## src/hw/rtl/msb_pkg.sv

```systemverilog
// msb_pkg: shared types for the merge sort block.
// Payload structs, controller state encoding, command and status bundles.
// No dependencies.
package msb_pkg;

  typedef struct packed {
    logic signed [31:0] value;
    logic               last_in;
  } in_item_t;

  typedef struct packed {
    logic signed [31:0] sorted_value;
    logic               last_out;
    logic               overflow;
  } out_item_t;

  typedef enum logic [2:0] {
    S_COLLECT,
    S_PASS_START,
    S_RUN_START,
    S_RUN_RD2,
    S_MERGE,
    S_EMIT_RD,
    S_EMIT_LD
  } state_t;

  // controller -> datapath
  typedef struct packed {
    logic in_ready;
    logic load;
    logic sort_init;
    logic pass_init;
    logic run_init;
    logic run_rd2;
    logic merge;
    logic pass_done;
    logic emit_init;
    logic emit_rd;
    logic emit_ld;
  } cmd_t;

  // datapath -> controller
  typedef struct packed {
    logic width_lt_n;
    logic run_last;
    logic pass_last;
    logic out_free;
    logic emit_last;
  } status_t;

endpackage

```

## src/hw/rtl/msb_ctrl.sv

```systemverilog
// msb_ctrl: sequencer for collect, bottom-up merge passes and emit.
// Uses msb_pkg state, command and status types.
module msb_ctrl (
  input  logic              clk,
  input  logic              rst,
  input  logic              item_valid,
  input  logic              last_in,
  input  msb_pkg::status_t  status,
  output msb_pkg::cmd_t     cmd
);
  msb_pkg::state_t state, state_next;

  always_ff @(posedge clk) begin
    if (rst) begin
      state <= msb_pkg::S_COLLECT;
    end else begin
      state <= state_next;
    end
  end

  always_comb begin
    state_next = state;
    cmd        = '0;
    case (state)
      msb_pkg::S_COLLECT: begin
        cmd.in_ready = 1'b1;
        if (item_valid) begin
          cmd.load = 1'b1;
          if (last_in) begin
            cmd.sort_init = 1'b1;
            state_next    = msb_pkg::S_PASS_START;
          end
        end
      end
      msb_pkg::S_PASS_START: begin
        if (status.width_lt_n) begin
          cmd.pass_init = 1'b1;
          state_next    = msb_pkg::S_RUN_START;
        end else begin
          cmd.emit_init = 1'b1;
          state_next    = msb_pkg::S_EMIT_RD;
        end
      end
      msb_pkg::S_RUN_START: begin
        cmd.run_init = 1'b1;
        state_next   = msb_pkg::S_RUN_RD2;
      end
      msb_pkg::S_RUN_RD2: begin
        cmd.run_rd2 = 1'b1;
        state_next  = msb_pkg::S_MERGE;
      end
      msb_pkg::S_MERGE: begin
        cmd.merge = 1'b1;
        if (status.run_last) begin
          if (status.pass_last) begin
            cmd.pass_done = 1'b1;
            state_next    = msb_pkg::S_PASS_START;
          end else begin
            state_next = msb_pkg::S_RUN_START;
          end
        end
      end
      msb_pkg::S_EMIT_RD: begin
        if (status.out_free) begin
          cmd.emit_rd = 1'b1;
          state_next  = msb_pkg::S_EMIT_LD;
        end
      end
      msb_pkg::S_EMIT_LD: begin
        cmd.emit_ld = 1'b1;
        if (status.emit_last) begin
          state_next = msb_pkg::S_COLLECT;
        end else begin
          state_next = msb_pkg::S_EMIT_RD;
        end
      end
      default: begin
        state_next = msb_pkg::S_COLLECT;
      end
    endcase
  end
endmodule

```

## config.mk

```make
export PLATFORM = sky130hd
export DESIGN_NAME = msb_ctrl
export DESIGN_NICKNAME = d
export VERILOG_FILES = /design/src/hw/rtl/msb_pkg.sv /design/src/hw/rtl/msb_ctrl.sv
export SDC_FILE = /design/constraint.sdc
export NUM_CORES = 1
export LEC_CHECK = 0
export ABC_AREA = 1
export BUFFER_PORTS_ARGS = -buffer_cell sky130_fd_sc_hd__buf_2
export CAP_MARGIN = 15
export CORE_AREA = 2 2 39 41
export CTS_CLUSTER_SIZE = 10
export DETAILED_ROUTE_END_ITERATION = 8
export DIE_AREA = 0 0 41 43
export GPL_ROUTABILITY_DRIVEN = 1
export PLACE_DENSITY = 0.57
export SLEW_MARGIN = 20
export SYNTH_ARGS = -nofsm -noshare
export SYNTH_HDL_FRONTEND = slang
export SYNTH_SLANG_ARGS = --single-unit
```

## constraint.sdc

```tcl
create_clock -name clk -period 2 [get_ports clk]
set_input_delay 0.1 -clock clk [delete_from_list [all_inputs] [get_ports clk]]
set_output_delay 0.1 -clock clk [all_outputs]
set_load 0.03 [all_outputs]
```

-- After elaboration in Yosys (flattened, before gate mapping)
Index checks and enable logic that the tools add are counted.
- memories: 0
- word-level logic and storage cells: 36
- input bits: 9
- memory bits (writable): 0
- bits in registers: 3
- latch bits: 0
- bits in read-only memories: 0
- order comparisons: 0
- reduce and logical (&&, ||, !) cells: 2
- divide/modulo/power cells: 0
- bitwise gates (word level): 0
- shifts and indexed selects: 0
- $add $sub $neg: 0
- equal/unequal tests: 10
- multiply operators: 0
- mux-type cells: 23
- operators with widths (cell ; number):
    3-bit two-way mux ; 7
    3-bit case mux with 7 select lines ; 1
    1-bit two-way mux ; 12
    3-bit == test (second input constant) ; 3
    2-bit inequality test (second input constant) ; 4
    3-bit by 2-bit == test with 1-bit output (second input constant) ; 2
    2-bit two-way mux ; 3
    4-bit AND reduction ; 1
    3-bit by 1-bit == test with 1-bit output (second input constant) ; 1
    3-bit logical NOT ; 1

-- Longest topological paths before layout
Gate-level depths: netlist of run 1.
- word-level depth: 3
- depth in mapped cells: 7

-- Worst setup path after synthesis of run 1
OpenSTA, ideal clock, no wires.
- kind: register to output
- from: register state[2]
- to: output cmd[8] (netlist bit)
- setup slack: 388 ps
- buffers on the path: 0
- data arrival time: 1512 ps
- cell stages (with the launch flop): 6
- required time: 1900 ps
- cell sequence: dfxtp_1 > nor2_2 > inv_2 > nor2_1 > inv_2 > nor2_1
- RTL lines (what ; line ; source):
    start, declared ; msb_ctrl.sv:11 ; msb_pkg::state_t state, state_next;
    start signal, assigned ; msb_ctrl.sv:15 ; state <= msb_pkg::S_COLLECT;
    start signal, assigned ; msb_ctrl.sv:17 ; state <= state_next;
    end, declared ; msb_ctrl.sv:9 ; output msb_pkg::cmd_t cmd

==> impl_results.md, run 1 <==
- Final ANT Viol Nets: 0
- Yosys top cell area share: 19.7%
- Post-Syn Nets: 66
- Die area: between 1500 and 2000 um^2
- PortBufs: 19
- Worst Tran Pin Value: 250 ps
- Die H: 43 um
- Layout Nets: 90
- # rows: 14
- Top reg by flops: state
- DR DRC count: 0
- WP data arrival: 1280 ps
- Mapped Cells: 57
- Clk_skew: 3.79 ps
- Ports: 20
- DR WL/cell: around 8 um
- Final TNS setup: 0 ps
- Status: completed
- Synth Area in Compound Gates: 6.15%
- CTS max path bufs: 2
- 1st-iter DRT viols: 17
- CTS Sinks: 3
- Clock latency on the worst-skew pair: 240 ps
- Worst hold path type: in -> reg
- Largest net degree at the start of global routing: 7
- Post-synthesis register bit count: 3
- Max-slew violations: 0
- R2R Setup Slk: 910 ps
- Cell accounting for the most synthesized area: dfxtp_1
- Endpoint, Worst Hold: state[0]
- Diode count: 0
- Main combinational cell family by area after synthesis: simple AND/OR/NAND/NOR gates
- LEAKAGE: 0.000279 uW
- Worst r2r dst: state[0]
- DRT Pass-1 Iters: 4
- Antenna violations before repair: 0
- Share of cells above drive strength 1: 43.8%
- Max-cap violations: 0
- Simple logic cell fraction of the synthesized area: roughly 56%
- First-pass GRT wire length: between 1000 and 1500 um
- Synth unique cells: 11
- Fill cells: 163
- DR vias/cell: 4.25
- Starting density of the core: 22.1%
- Most common cell after layout, fill and taps aside: buf_2
- Startpoint types: flip-flop
- Mapped Area: 305 um^2
- Sequential area share after synthesis: about a fifth
- Hold-fix buffers at CTS: 0
- Most frequent cells in the layout: buf_2, nor2_1, inv_1, nand2_1, nor2_2
- Vias: 408
- H-tree depth: 1
- Peak VDD IR: 183 uV
- Top Registers: state: 3 flops
- GRT Residual Overflow: 0
- CTS resizes: 0
- Synth top area cells: dfxtp_1, nor2_1, inv_1, nand2_1, nor2_2
- Ys Warns: 0
- Syn Area/Cell: 5.36 um^2
- Number of global-route vias before repair: 342
- Endpoints failing setup: 0
- GPL Wtd Cong: 0.781
- Critical Path End Type: output pin
- Min Clock Period, post-route: 1380 ps
- Area grow syn2layout: 46.3%
- Post-CTS Setup Inserts: 0
- Cell Pwr Density: 659 nW/um^2
- Clock slew at reported path FFs: ~40 ps
- RSZ-0062 raised after global routing: false
- Mux cell area share after synthesis: 0%
- Largest register FFs: 3
- R2R cell count: 5
- Tot GR Track Use: between 10% and 20%
- Critical path class: reg -> out
- Tot Pwr: 294 uW
- CTS root buf: clkbuf_4
- Die width: 41 um
- CTS tree: done
- Required @ worst endpoint: about 1900 ps
- Hold depth: 2
- Adder-cell area share of the yosys netlist: 0%
- Crit path max fanout: 6
- HPWL after DPL: 622 um
- Fin area: 447 um^2
- FF+latch area: 60.1 um^2
- Multi-input logic area: 189 um^2
- Period utilisation layout: between 60% and 70%
- Reg-to-Reg Start: state[0]
- Final WL: ~750 um
- Core ar.: 1380 um^2
- Achievable frequency: 0.726 GHz
- Synth Area in XOR/XNOR: 0%
- Final hold viol count: 0
- Area post-placement: 420 um^2
- Hold path start: rst
- Slew margin rel.: 83.3%
- Total CTS buffers: 3
[power by group]
group          internal [uW]  total [uW]  switching [uW]
sequential              64.9        73.4            8.49
clock                   75.0         110            34.9
combinational           35.8         111            75.1
[stage by stage]
step | cells | setup WS [ps] | utilization, % | hold slack, ps
after floorplan | 57 | 388 | - | 162
after global placement | 92 | 894 | 30.4 | 299
after detailed placement | 92 | 869 | 30.4 | 304
after CTS | 96 | 611 | 32.3 | 56.5
after global routing | 96 | 472 | 32.3 | 70.0
final | 96 | 623 | 32.3 | 57.9
[worst max-delay path by stage]
stage,start,to,slack [ps],cells past startpoint
final,state[2],cmd[8],620,6
after global routing,state[2],cmd[8],470,6
after CTS,state[2],cmd[9],610,6
after detailed placement,state[2],cmd[9],870,6
after global placement,state[2],cmd[9],890,6
after floorplan,state[2],cmd[8],390,5
[cells in the mapped netlist (all sizes together)]
library cell   n
nor2          18
inv           15
nand2         10
nand3          7
a21oi          3
dfxtp          3
nor3           1
[area by class of cell]
class / count / area share (%)
Inverter: 15 / 12.6
Clock buffer: 4 / 5.88
Timing Repair Buffer: 19 / 21.3
Multi-Input combinational cell: 39 / 42.3
Sequential cell: 3 / 13.4
Tap cell: 16 / 4.48
[routing by layer]
layer | track usage [%] | routed length (um)
met5 | 0 | 0
met4 | 10.0 | 23
met3 | 3.14 | 102
met2 | 15.0 | 277
met1 | 13.8 | 347
[worst max-delay path, cell delays in order (launching register included)]
cell and delay [ps]:
dfxtp_1 360, nor2_2 170, inv_2 50, nor2_1 130, inv_2 50, nor2_1 70
buf_2 190
[cells by family after synthesis]
group                  Yosys count
flip-flops                       3
AO/OA/AOI/OAI                    3
AND/OR/NAND/NOR                 36
buffers and inverters           15
Note: power is estimated with default switching activity, not from simulation.
==> run 2: changes to the inputs <==
- PLACE_DENSITY: 0.57 -> 0.59
- clock period: 2 -> 1.2 ns (I/O delays scaled with it)
==> run 2 against run 1 <==
  * Sequential share of layout area shrank 0.68 points
  * Highest routed layer unchanged
  * Largest power group unchanged
  * Power rose by 88%
  * Critical path type unchanged
  * Setup slack lost 630 ps
  * Sequential cell count unchanged
  * Combinational power increased by 110%
  * The flow now finishes with violations (setup timing)
==> impl_results.md, run 2 (synthesis results as in run 1) <==
- Status: finished with violations
- Failing checks: setup timing
- Worst Tran Pin Value: 148 ps
- Clk_skew: 4.45 ps
- Worst path max stage delay: 360 ps
- Cell Pwr Density: 1020 nW/um^2
- Final ANT Viol Nets: 0
- Number of global-route vias before repair: 357
- CTS Sinks: 3
- DR WL/cell: between 8 and 9 um
- Share of cells above drive strength 1: between 50% and 60%
- Startpoint types: flip-flop
- Area grow syn2layout: 76.6%
- Clock latency on the worst-skew pair: 240 ps
- Required @ worst endpoint: 1140 ps
- # rows: 14
- HPWL after DPL: 670 um
- R2R cell count: 7
- RSZ-0062 raised after global routing: true
- Largest net degree at the start of global routing: 7
- Dpl ws: 111 ps
- Final worst slack: -7.22 ps
- Crit-path leading delay family: flip-flops
- First-pass GRT wire length: 1240 um
- Core ar.: ~1400 um^2
- Top reg by flops: state
- Final WL: a little over 800 um
- Largest register FFs: 3
- DR vias/cell: 4.30
- Die H: 43 um
- LEAKAGE: 0.000298 uW
- CTS max path bufs: 2
- DR DRC count: 0
- PortBufs: 19
- Comb power frac: a little over two fifths
- Switch Pwr: ~220 uW
- Starting density of the core: 22.1%
- Die width: between 40 and 50 um
- Achievable frequency: approximately 0.83 GHz
- Tot Pwr: between 500 and 600 uW
- Vias: between 400 and 500
- Critical Path End Type: output pin
- Crit-path cells: nor2_2 > nand2_1 > nor3_2 > buf_4
- Slew margin rel.: about nine tenths
- P_int: ~330 uW
- Crit path from: state[0]
- H-tree depth: 1
- Diode count: 0
- R2R Setup Slk: roughly 120 ps
- Ports: 20
- Peak VDD IR: 298 uV
- Worst hold path type: in -> reg
- Fin area: 539 um^2
- Period utilisation layout: 101%
- Layout Nets: a little over 90
- WP data arrival: 1150 ps
- Final hold viol count: 0
- Crit path max fanout: 6
- DRT Pass-1 Iters: 4
- CTS tree: done
- Tot GR Track Use: 10.6%
- Clock slew at reported path FFs: 40 ps
- Antenna violations before repair: 0
- Crit path to: cmd[3]
- Die area: about 1800 um^2
- Reg power frac: 23.0%
- GRT Residual Overflow: 0
- CTS root buf: clkbuf_4
- Total CTS buffers: 3
- Max-slew violations: 0
- Sw Share: 40.5%
- GPL Wtd Cong: slightly below 0.8
- Final TNS setup: -7.22 ps
- Worst r2r dst: state[2]
- Area post-placement: ~440 um^2
- Endpoints failing setup: 1
- Critical path buffers and inverters: 1
- Critical path class: reg -> out
- Clock power share: 33.8%
- Critical path depth: 4
- Most frequent cells in the layout: buf_2, nand2_1, inv_1, nor2_2, nor2_1
- Max-cap violations: 0
- Top Registers: state: 3 flops
- Crit-path slowest cell: dfxtp_4
- Most common cell after layout, fill and taps aside: buf_2
- 1st-iter DRT viols: 3
- Reg-to-Reg Start: state[0]
- Min Clock Period, post-route: 1210 ps
run 2: changes by cell type in the layout (fill, tap and decap cells not counted):
cell and delta:
nor2_2 +1, dfxtp_4 +2, nor2_4 +4, buf_2 -7
inv_1 -1, buf_6 +3, inv_2 +1, nor2_1 -5
nor3_1 -1, buf_4 +5, nor3_2 +1, dlygate4sd3_1 +1
dfxtp_2 +1, dfxtp_1 -3
run 2: layer usage:
layer / up-vias / global-route usage [%] / share of wire, % / wire, um
li1: 223 / - / - / -
met1: 177 / 10.3 / 45 / 369
met2: 19 / 16.6 / 44 / 362
met3: 2 / 3.14 / 7.6 / 62
met4: 0 / 10.0 / 2.6 / 21
met5: - / 0 / 0 / 0
run 2: power groups by stage:
| stage | Clock [uW] | Combinational [uW] | Sequential [uW] |
|---|---|---|---|
| 3_3_place_gp | 0 | 196 | 123 |
| 4_1_cts | 193 | 231 | 126 |
| 3_5_place_dp | 0 | 195 | 124 |
| 5_1_grt | 192 | 262 | 128 |
| 2_1_floorplan | 0 | 145 | 122 |
| 6_report | 187 | 238 | 127 |
run 2: how the worst min path moves through the flow:
stage / from / endpoint / slack (ps) / cells past startpoint
2_1_floorplan: rst / state[0] / 120 / 1
5_1_grt: status[1] / state[0] / 150 / 4
3_3_place_gp: rst / state[0] / 260 / 2
6_report: status[1] / state[0] / 120 / 4
4_1_cts: status[1] / state[0] / 120 / 4
3_5_place_dp: rst / state[0] / 260 / 2
run 2: what timing repair did:
action	4_1_cts	5_1_grt
resized for setup	15	6
endpoints found under the hold margin	1	0
pin swaps	2	1
setup endpoints to repair	8	9
hold buffers	1	0
cloned	0	0
buffers inserted	1	0
run 2: cell type report:
cell class	count	area [um^2]
repair buffers	21	141
fillers	141	845
multi-input cells	39	226
clock buffers	4	26.3
flip-flops and latches	3	68.8
inverters	15	56.3
well taps	16	20.0
run 2: worst min-delay path, cell delays in order:
cell	delay, ps
buf_2	100
nor2_2	50
inv_1	60
a21oi_2	50
run 2: metrics by stage:
stage / utilization [%] / std cells / hold WS, ps
2_1_floorplan: - / 57 / 122
4_1_cts: 37.8 / 98 / 118
3_3_place_gp: 31.5 / 92 / 257
6_report: 39.0 / 98 / 124
3_5_place_dp: 31.5 / 92 / 259
5_1_grt: 39.0 / 98 / 147
