$ cat src/hw/rtl/msb_pkg.sv
// msb_pkg: shared types for the merge sort block.
// Payload structs, controller state encoding, command and status bundles.
// No dependencies.
package msb_pkg;

  typedef struct packed {
    logic signed [31:0] value;
    logic               last_in;
  } in_item_t;

  typedef struct packed {
    logic signed [31:0] sorted_value;
    logic               last_out;
    logic               overflow;
  } out_item_t;

  typedef enum logic [2:0] {
    S_COLLECT,
    S_PASS_START,
    S_RUN_START,
    S_RUN_RD2,
    S_MERGE,
    S_EMIT_RD,
    S_EMIT_LD
  } state_t;

  // controller -> datapath
  typedef struct packed {
    logic in_ready;
    logic load;
    logic sort_init;
    logic pass_init;
    logic run_init;
    logic run_rd2;
    logic merge;
    logic pass_done;
    logic emit_init;
    logic emit_rd;
    logic emit_ld;
  } cmd_t;

  // datapath -> controller
  typedef struct packed {
    logic width_lt_n;
    logic run_last;
    logic pass_last;
    logic out_free;
    logic emit_last;
  } status_t;

endpackage

$ cat src/hw/rtl/msb_ram.sv
// msb_ram: generic single write port, single read port RAM, registered read.
// No dependencies.
module msb_ram #(
  parameter int WIDTH = 32,
  parameter int DEPTH = 64
) (
  input  logic                     clk,
  input  logic                     we,
  input  logic [$clog2(DEPTH)-1:0] waddr,
  input  logic [WIDTH-1:0]         wdata,
  input  logic                     re,
  input  logic [$clog2(DEPTH)-1:0] raddr,
  output logic [WIDTH-1:0]         rdata
);
  logic [WIDTH-1:0] mem [DEPTH];

  always_ff @(posedge clk) begin
    if (we) begin
      mem[waddr] <= wdata;
    end
    if (re) begin
      rdata <= mem[raddr];
    end
  end
endmodule

$ cat src/hw/rtl/msb_datapath.sv
// msb_datapath: element store, scratch buffer, merge pointers and output register.
// Uses msb_pkg types and two msb_ram instances.
module msb_datapath #(
  parameter int MAX_ITEMS = 64
) (
  input  logic                clk,
  input  logic                rst,
  input  msb_pkg::cmd_t       cmd,
  input  msb_pkg::in_item_t   item_data,
  input  logic                out_ready,
  output logic                out_valid,
  output msb_pkg::out_item_t  out_data,
  output msb_pkg::status_t    status
);
  localparam int CW = $clog2(MAX_ITEMS + 1);  // counts and indexes 0..MAX_ITEMS
  localparam int AW = $clog2(MAX_ITEMS);      // buffer address
  localparam int SW = CW + 2;                 // run bound sums

  // control state
  logic [CW-1:0] count;
  logic          dropped;

  // merge state
  logic [CW:0]   width;
  logic          src_sel;  // 0: sorted data in store A, 1: in scratch B
  logic [CW-1:0] lo, mid, hi, i, j, k;
  logic signed [31:0] head_a, head_b;
  logic          took_a, took_b;

  // RAM ports
  logic          a_we, b_we, rd_en;
  logic [AW-1:0] a_waddr, raddr;
  logic [31:0]   a_wdata, a_rdata, b_rdata, rdata;

  logic [SW-1:0] mid_sum, hi_sum, n_ext;
  logic [CW-1:0] mid_c, hi_c, i_inc, j_inc, k_inc;
  logic          full, a_avail, b_avail, take_a;
  logic signed [31:0] a_eff, b_eff, merge_val;

  assign full    = (count == CW'(MAX_ITEMS));
  assign n_ext   = SW'(count);
  assign mid_sum = SW'(lo) + SW'(width);
  assign hi_sum  = SW'(lo) + (SW'(width) << 1);
  assign mid_c   = (mid_sum > n_ext) ? count : mid_sum[CW-1:0];
  assign hi_c    = (hi_sum > n_ext) ? count : hi_sum[CW-1:0];
  assign i_inc   = i + 1'b1;
  assign j_inc   = j + 1'b1;
  assign k_inc   = k + 1'b1;

  assign rdata = src_sel ? b_rdata : a_rdata;

  // heads: the side consumed last cycle arrives fresh from the RAM
  assign a_eff   = took_a ? $signed(rdata) : head_a;
  assign b_eff   = took_b ? $signed(rdata) : head_b;
  assign a_avail = (i < mid);
  assign b_avail = (j < hi);
  assign take_a  = a_avail && (!b_avail || (a_eff <= b_eff));
  assign merge_val = take_a ? a_eff : b_eff;

  assign status.width_lt_n = (SW'(width) < n_ext);
  assign status.run_last   = (k_inc == hi);
  assign status.pass_last  = (hi == count);
  assign status.out_free   = !out_valid || out_ready;
  assign status.emit_last  = (k_inc == count);

  // RAM control
  always_comb begin
    a_we    = (cmd.load && !full) || (cmd.merge && src_sel);
    a_waddr = cmd.load ? count[AW-1:0] : k[AW-1:0];
    a_wdata = cmd.load ? item_data.value : merge_val;
    b_we    = cmd.merge && !src_sel;
    rd_en   = cmd.run_init || cmd.run_rd2 || cmd.merge || cmd.emit_rd;
    raddr   = k[AW-1:0];
    if (cmd.run_init) begin
      raddr = lo[AW-1:0];
    end else if (cmd.run_rd2) begin
      raddr = mid[AW-1:0];
    end else if (cmd.merge) begin
      raddr = take_a ? i_inc[AW-1:0] : j_inc[AW-1:0];
    end
  end

  msb_ram #(.WIDTH(32), .DEPTH(MAX_ITEMS)) u_store (
    .clk   (clk),
    .we    (a_we),
    .waddr (a_waddr),
    .wdata (a_wdata),
    .re    (rd_en),
    .raddr (raddr),
    .rdata (a_rdata)
  );

  msb_ram #(.WIDTH(32), .DEPTH(MAX_ITEMS)) u_scratch (
    .clk   (clk),
    .we    (b_we),
    .waddr (k[AW-1:0]),
    .wdata (merge_val),
    .re    (rd_en),
    .raddr (raddr),
    .rdata (b_rdata)
  );

  // batch count, drop flag, output valid
  always_ff @(posedge clk) begin
    if (rst) begin
      count     <= '0;
      dropped   <= 1'b0;
      out_valid <= 1'b0;
    end else begin
      if (cmd.load) begin
        if (full) begin
          dropped <= 1'b1;
        end else begin
          count <= count + 1'b1;
        end
      end
      if (cmd.emit_ld && status.emit_last) begin
        count   <= '0;
        dropped <= 1'b0;
      end
      if (cmd.emit_ld) begin
        out_valid <= 1'b1;
      end else if (out_ready) begin
        out_valid <= 1'b0;
      end
    end
  end

  // merge pointers and heads
  always_ff @(posedge clk) begin
    if (cmd.sort_init) begin
      width   <= (CW+1)'(1);
      src_sel <= 1'b0;
    end
    if (cmd.pass_init) begin
      lo <= '0;
    end
    if (cmd.run_init) begin
      mid <= mid_c;
      hi  <= hi_c;
      i   <= lo;
      j   <= mid_c;
      k   <= lo;
    end
    if (cmd.run_rd2) begin
      head_a <= $signed(rdata);
      took_a <= 1'b0;
      took_b <= 1'b1;
    end
    if (cmd.merge) begin
      head_a <= a_eff;
      head_b <= b_eff;
      took_a <= take_a;
      took_b <= !take_a;
      k      <= k_inc;
      if (take_a) begin
        i <= i_inc;
      end else begin
        j <= j_inc;
      end
      if (status.run_last) begin
        lo <= hi;
      end
    end
    if (cmd.pass_done) begin
      width   <= width << 1;
      src_sel <= !src_sel;
    end
    if (cmd.emit_init) begin
      k <= '0;
    end
    if (cmd.emit_ld) begin
      k <= k_inc;
      out_data.sorted_value <= $signed(rdata);
      out_data.last_out     <= status.emit_last;
      out_data.overflow     <= dropped;
    end
  end
endmodule
$ cat config.mk
export PLATFORM = sky130hd
export DESIGN_NAME = msb_datapath
export DESIGN_NICKNAME = d
export VERILOG_FILES = /design/src/hw/rtl/msb_pkg.sv /design/src/hw/rtl/msb_ram.sv /design/src/hw/rtl/msb_datapath.sv
export SDC_FILE = /design/constraint.sdc
export NUM_CORES = 2
export LEC_CHECK = 0
export BUFFER_PORTS_ARGS = -buffer_cell sky130_fd_sc_hd__buf_2
export CORE_MARGIN = 2
export CORE_UTILIZATION = 40
export CTS_CLUSTER_DIAMETER = 60
export DETAILED_ROUTE_END_ITERATION = 12
export PLACE_DENSITY = 0.53
export SYNTH_ARGS = -nofsm -noshare
export SYNTH_HDL_FRONTEND = slang
export SYNTH_SLANG_ARGS = --single-unit
$ cat constraint.sdc
create_clock -name clk -period 9.04 [get_ports clk]
set_input_delay 0.452 -clock clk [delete_from_list [all_inputs] [get_ports clk]]
set_output_delay 0.452 -clock clk [all_outputs]
set_load 0.02 [all_outputs]
# Yosys cells after proc, flatten, opt, wreduce, memory -nomap -nowiden
# Memories as Yosys holds them, arrays and structs flattened. A register that Yosys moved wholly into a read port is not among the register bits.
# Cells that the tools add are included.
# word_totals
memories	2
ram_bits	4096
inputBits	47
register_bits	160
wordCells	102
# classes
eq_ne	4
n_addsub	6
n_lt_le_gt_ge	6
n_reduce_logical	23
muxes	41
n_bitwise	1
# memory_table
name	depth	word_bits	rd	rd_ports_with_merged_regs	wr	line	text
u_scratch.mem	64	32	1	1	1	msb_ram.sv:15	logic [WIDTH-1:0] mem [DEPTH];
u_store.mem	64	32	1	1	1	msb_ram.sv:15	
# op_table
cell	n
2-to-1 mux 32 bit	7
2-to-1 mux 7 bit	15
less-or-equal comparator 32 bit	1
2-to-1 mux 6 bit	5
adder 7 x 1 -> 7 bit (second input constant)	4
== test 7 bit	3
> comparator 9 x 7 -> 1 bit	2
2-to-1 mux 8 bit	2
less-than comparator 7 bit	2
2-to-1 mux 1 bit	12
adder 7 x 8 -> 9 bit	1
adder 7 x 9 -> 9 bit	1
less-than comparator 8 x 7 -> 1 bit	1
== test 7 bit (second input constant)	1
logical OR 1 bit	6
nonzero test 2 bit	3
logical AND 1 bit	5
zero test 1 bit	5
AND reduction 2 bit	2
nonzero test 4 bit	1
OR reduction 2 bit	1
NOT 1 bit	1

# Longest topological paths before layout
# logic_depth
ltp_word	9
mapped_depth	23
mapped_depth_nobuf	17

# Hierarchy
# From an unflattened synthesis, not the netlist that was laid out.
# hier_totals
cells_unflattened	7728
area_unflattened_um2	168445.3
# modules_own_cells
mod	area_per_inst_um2	n_inst	cells_each
msb_ram	78835.6	2	3324
msb_datapath	10774.1	1	1080

# Worst setup path after synthesis
# Ideal clock, no wire load.
# synth_path
path_type	reg2reg
from	register src_sel
to	memory u_store.mem[0][10] (data pin)
arrival_time_ns	6.963
setup_time_ns	0.290
stages_incl_launch_ff	18
synth_period_minus_slack_ns	7.253
slack_ns	1.787
required_time_ns	8.750
path_cell_list	edfxtp_1 -> clkbuf_1 -> buf_1 -> mux2i_1 -> nand2_1 -> o21ai_0 -> inv_1 -> ha_1 -> a21oi_1 -> o21ai_1 -> a221oi_1 -> nand2_1 -> o21bai_2 -> nand2_2 -> clkbuf_1 -> clkbuf_1 -> o21ai_0 -> mux2_2
# synth_between
elab_chain_cells	7
# synth_lines
element	line	text
start, declared	msb_datapath.sv:25	logic src_sel;
start signal, assigned	msb_datapath.sv:167	src_sel <= !src_sel;
2-to-1 mux 32 bit *	msb_datapath.sv:50	assign rdata = src_sel ? b_rdata : a_rdata;
2-to-1 mux 32 bit (on tied branches)	msb_datapath.sv:53, msb_datapath.sv:54	
less-or-equal comparator 32 bit	msb_datapath.sv:57	assign take_a = a_avail && (!b_avail || (a_eff <= b_eff));
logical OR 1 bit	msb_datapath.sv:57	
logical AND 1 bit	msb_datapath.sv:57	
2-to-1 mux 32 bit *	msb_datapath.sv:58	assign merge_val = take_a ? a_eff : b_eff;
net merge_val[10]	msb_datapath.sv:38	logic signed [31:0] a_eff, b_eff, merge_val;
2-to-1 mux 32 bit *	msb_datapath.sv:70	a_wdata = cmd.load ? item_data.value : merge_val;
net a_wdata[10]	msb_datapath.sv:33	logic [31:0] a_wdata, a_rdata, b_rdata, rdata;
end, declared	msb_ram.sv:15	
# The timed path passes the listed nets; every way through them passes the cells marked *.

# Final worst setup path
# layout_path
from	register src_sel
to	register u_scratch.rdata[13], read port of u_scratch.mem (data pin)
# layout_between
elab_chain_cells	9
# layout_lines
element	line	text
2-to-1 mux 32 bit *	msb_datapath.sv:50	
2-to-1 mux 32 bit (on tied branches)	msb_datapath.sv:53, msb_datapath.sv:54	
less-or-equal comparator 32 bit *	msb_datapath.sv:57	
logical OR 1 bit *	msb_datapath.sv:57	
logical AND 1 bit *	msb_datapath.sv:57	
2-to-1 mux 6 bit *	msb_datapath.sv:79	raddr = take_a ? i_inc[AW-1:0] : j_inc[AW-1:0];
2-to-1 mux 6 bit *	msb_datapath.sv:78	end else if (cmd.merge) begin
2-to-1 mux 6 bit *	msb_datapath.sv:76	end else if (cmd.run_rd2) begin
2-to-1 mux 6 bit *	msb_datapath.sv:74	if (cmd.run_init) begin
end, declared	msb_ram.sv:13	output logic [WIDTH-1:0] rdata
# Every way passes the cells marked *; elsewhere a longest branch is shown, timed or not.
# A chain may end at the register's enable or synchronous reset.

==> results.sh <==
export IMPL_antenna_found_initial=29
export IMPL_syn_avg_cell_area_sq_um=18.1
export IMPL_die_x_um=658
export IMPL_grt_pass1_vias=90300
export IMPL_synth_most_common_cell="edfxtp_1"
export IMPL_regToRegSetupSlack_ns=0.83
export IMPL_synthTopCellsByCount="edfxtp_1, nand2_1, mux4_2, mux2i_1, nand3_1"
export IMPL_cap_violations=0
export IMPL_clock_latency_ns=0.99
export IMPL_port_buffers=84
export IMPL_cts_path_max_buffers=4
export IMPL_die_h_um=658
export IMPL_cp_end_kind="flop"
export IMPL_fin_nets=9902
export IMPL_finalSetupViolCount=0
export IMPL_final_antenna_net_count=0
export IMPL_vias_per_cell=5.78
export IMPL_io_pins=87
export IMPL_crit_type="reg2reg"
export IMPL_rows=240
export IMPL_synth_distinct_cells=78
export IMPL_cts_resized=0
export IMPL_power_internal_w=0.0503
export IMPL_clock_skew_ns=0.0494
export IMPL_seq_power_share=0.404
export IMPL_wl_per_cell_um=30.4
export IMPL_coreArea_sq_mm=0.427
export IMPL_synthFlopType="edfxtp_1"
export IMPL_die_area_sq_mm=0.433
export IMPL_fmax_mhz=122
export IMPL_htreeDepth=5
export IMPL_cts_sinks=4320
export IMPL_p_switching_w=0.0301
export IMPL_slew_headroom=0.0284
export IMPL_final_layout_size_suffix_gt1_frac=0.203
export IMPL_clk_pin_slew_ns=0.06
export IMPL_swShare=0.374
export IMPL_root_buffer="clkbuf_16"
export IMPL_vias=91400
export IMPL_maxSlewViolCount=0
export IMPL_ys_warnings_count=0
export IMPL_hold_class="in2reg"
export IMPL_rsz0062_at_grt="false"
export IMPL_yosysTopAreaCellShare=0.752
export IMPL_worstPathRequired_ns=9.70
export IMPL_cts_tree="yes"
export IMPL_async_flop_share=0
export IMPL_area_sequential_sq_mm=0.129
export IMPL_track_usage=0.218
export IMPL_multiInputGateArea_sq_mm=0.0404
export IMPL_cp_max_fo=47
export IMPL_holdBufCountCts=11
export IMPL_routed_wl_um=482000
export IMPL_hold_viol=0
export IMPL_status="complete, no violations"
export IMPL_layout_worst_path_cycle_share=0.908
export IMPL_drcViolationCount=0
export IMPL_postCtsSetupRepairBufs=0
export IMPL_post_route_util=0.457
export IMPL_ys_seq_elements=4320
export IMPL_detail_route_first_pass_iterations=6
export IMPL_synth_edf_count=4289
export IMPL_tightest_slew_ns=1.45
export IMPL_p_comb_frac=0.376
export IMPL_first_iter_violations=10300
export IMPL_synth_cells=9436
export IMPL_synth_area_sq_mm=0.171
export IMPL_grt_max_degree=137
export IMPL_synth_top_area_cell="edfxtp_1"
export IMPL_initial_core_util=0.401
export IMPL_numCtsBuffers=431
export IMPL_cp_arrival_ns=8.87
export IMPL_powerDensity_mw_per_mm2=412
export IMPL_overflow=0
export IMPL_gp_congestion=0.843
export IMPL_hpwl_um=280000
export IMPL_synth_area_leaders="edfxtp_1, mux4_2, mux2i_1"
export IMPL_fin_crit_ns=8.21
export IMPL_power_leakage_nw=63.6
export IMPL_grt_pass1_wl_um=678000
export IMPL_synth_fp_nets=9567
export IMPL_tns_ns=0
export IMPL_syn2layout_area_growth_pct=14.0
export IMPL_p_clk_frac=0.221
export IMPL_vdd_drop_max_v=0.000528
export IMPL_num_fill_cells=36100
export IMPL_critPathLaunchType="flop"
export IMPL_yosysSeqAreaShare=0.756
[cells in the final DEF, fill, tap and decap left out, types with 110 or more instances in the layout]
master	count
mux2i_1	567
nand2_1	951
buf_4	286
mux4_2	650
nor2_1	110
nand3_1	521
a21oi_1	116
nor2_4	131
edfxtp_1	4289
mux2_2	167
clkbuf_16	438
inv_1	128
o21ai_0	231
[power by group through the flow]
stage | clock (W) | combinational (W) | sequential, W
floorplan | 0 | 0.0169 | 0.0333
global placement | 0 | 0.0293 | 0.0328
detailed placement | 0 | 0.0303 | 0.0328
CTS | 0.0180 | 0.0303 | 0.0324
global route | 0.0188 | 0.0323 | 0.0325
finish | 0.0177 | 0.0302 | 0.0324
[flip-flops by register name, summed over array words and instances, names as in the netlist]
| name | count |
|---|---|
| u_scratch.mem | 2048 |
| u_store.mem | 2048 |
| out_data | 34 |
| head_a | 32 |
| head_b | 32 |
| u_scratch.rdata | 32 |
| u_store.rdata | 32 |
| width | 8 |
| count | 7 |
| hi | 7 |
| i | 7 |
| j | 7 |
| k | 7 |
| lo | 7 |
| mid | 7 |
| dropped | 1 |
| out_valid | 1 |
| src_sel | 1 |
| took_a | 1 |
| took_b | 1 |
[metal layers]
layer	part of all wire	track usage
met1	0.44	0.320
met2	0.46	0.337
met3	0.077	0.0349
met4	0.031	0.0636
met5	0.000087	0
[metrics by stage]
stage	setup slack, ns	hold WS [ns]	power (W)	instances	area (sq um)
4_1_cts	1.05	0.0949	0.0808	15800	195000
5_1_grt	0.505	0.124	0.0835	15800	195000
3_3_place_gp	1.08	0.427	0.0620	15000	181000
3_5_place_dp	1.06	0.424	0.0631	15000	181000
2_1_floorplan	1.79	0.409	0.0502	9436	171000
6_report	0.833	0.152	0.0804	15800	195000
[kinds of logic after synthesis]
group                    after synthesis  synth area share
AO/OA/AOI/OAI                        912            0.0365
XOR/XNOR                              49           0.00251
adder cells (fa/ha/maj)               84           0.00623
buffers and inverters                665            0.0166
flip-flops                          4320             0.756
multiplexers                        1387             0.130
AND/OR/NAND/NOR                     2019            0.0522
[worst max-delay path, cell delays in order, from the launching register on]
cell,delay (ns)
edfxtp_1,0.62
buf_4,0.50
mux2i_1,0.69
nand2_1,0.11
o21ai_0,0.26
inv_1,0.10
ha_1,0.33
nand4_1,0.16
a2111o_1,0.45
a31oi_2,0.27
o21bai_2,0.19
nand2_4,0.34
mux2i_4,0.68
buf_12,0.28
buf_12,0.34
mux4_2,0.55
a22oi_1,0.26
nand3_1,0.29
nor3_1,1.17
nand4_1,0.19
[area by class of cell]
| class | count | area share |
|---|---|---|
| well taps | 5687 | 0.0365 |
| diodes | 18 | 0.000231 |
| repair buffers | 436 | 0.0195 |
| flip-flops and latches | 4320 | 0.663 |
| clock inverters | 263 | 0.0132 |
| clock buffers | 519 | 0.0579 |
| inverters | 131 | 0.00252 |
| multi-input cells | 4451 | 0.207 |
[final timing paths]
| path | from | endpoint | depth (start not counted) |
|---|---|---|---|
| hold reg to reg | dropped$_SDFFE_PP0P_ | out_data[0]$_DFFE_PP_ | 0 |
| hold / removal | cmd[0] | out_data[11]$_DFFE_PP_ | 1 |
| setup reg to reg | src_sel$_SDFFCE_PN0P_ | u_scratch.rdata[13]$_DFFE_PP_ | 19 |
| setup / recovery | src_sel$_SDFFCE_PN0P_ | u_scratch.rdata[13]$_DFFE_PP_ | 19 |
No activity file was read; power rests on OpenSTA's default activity.
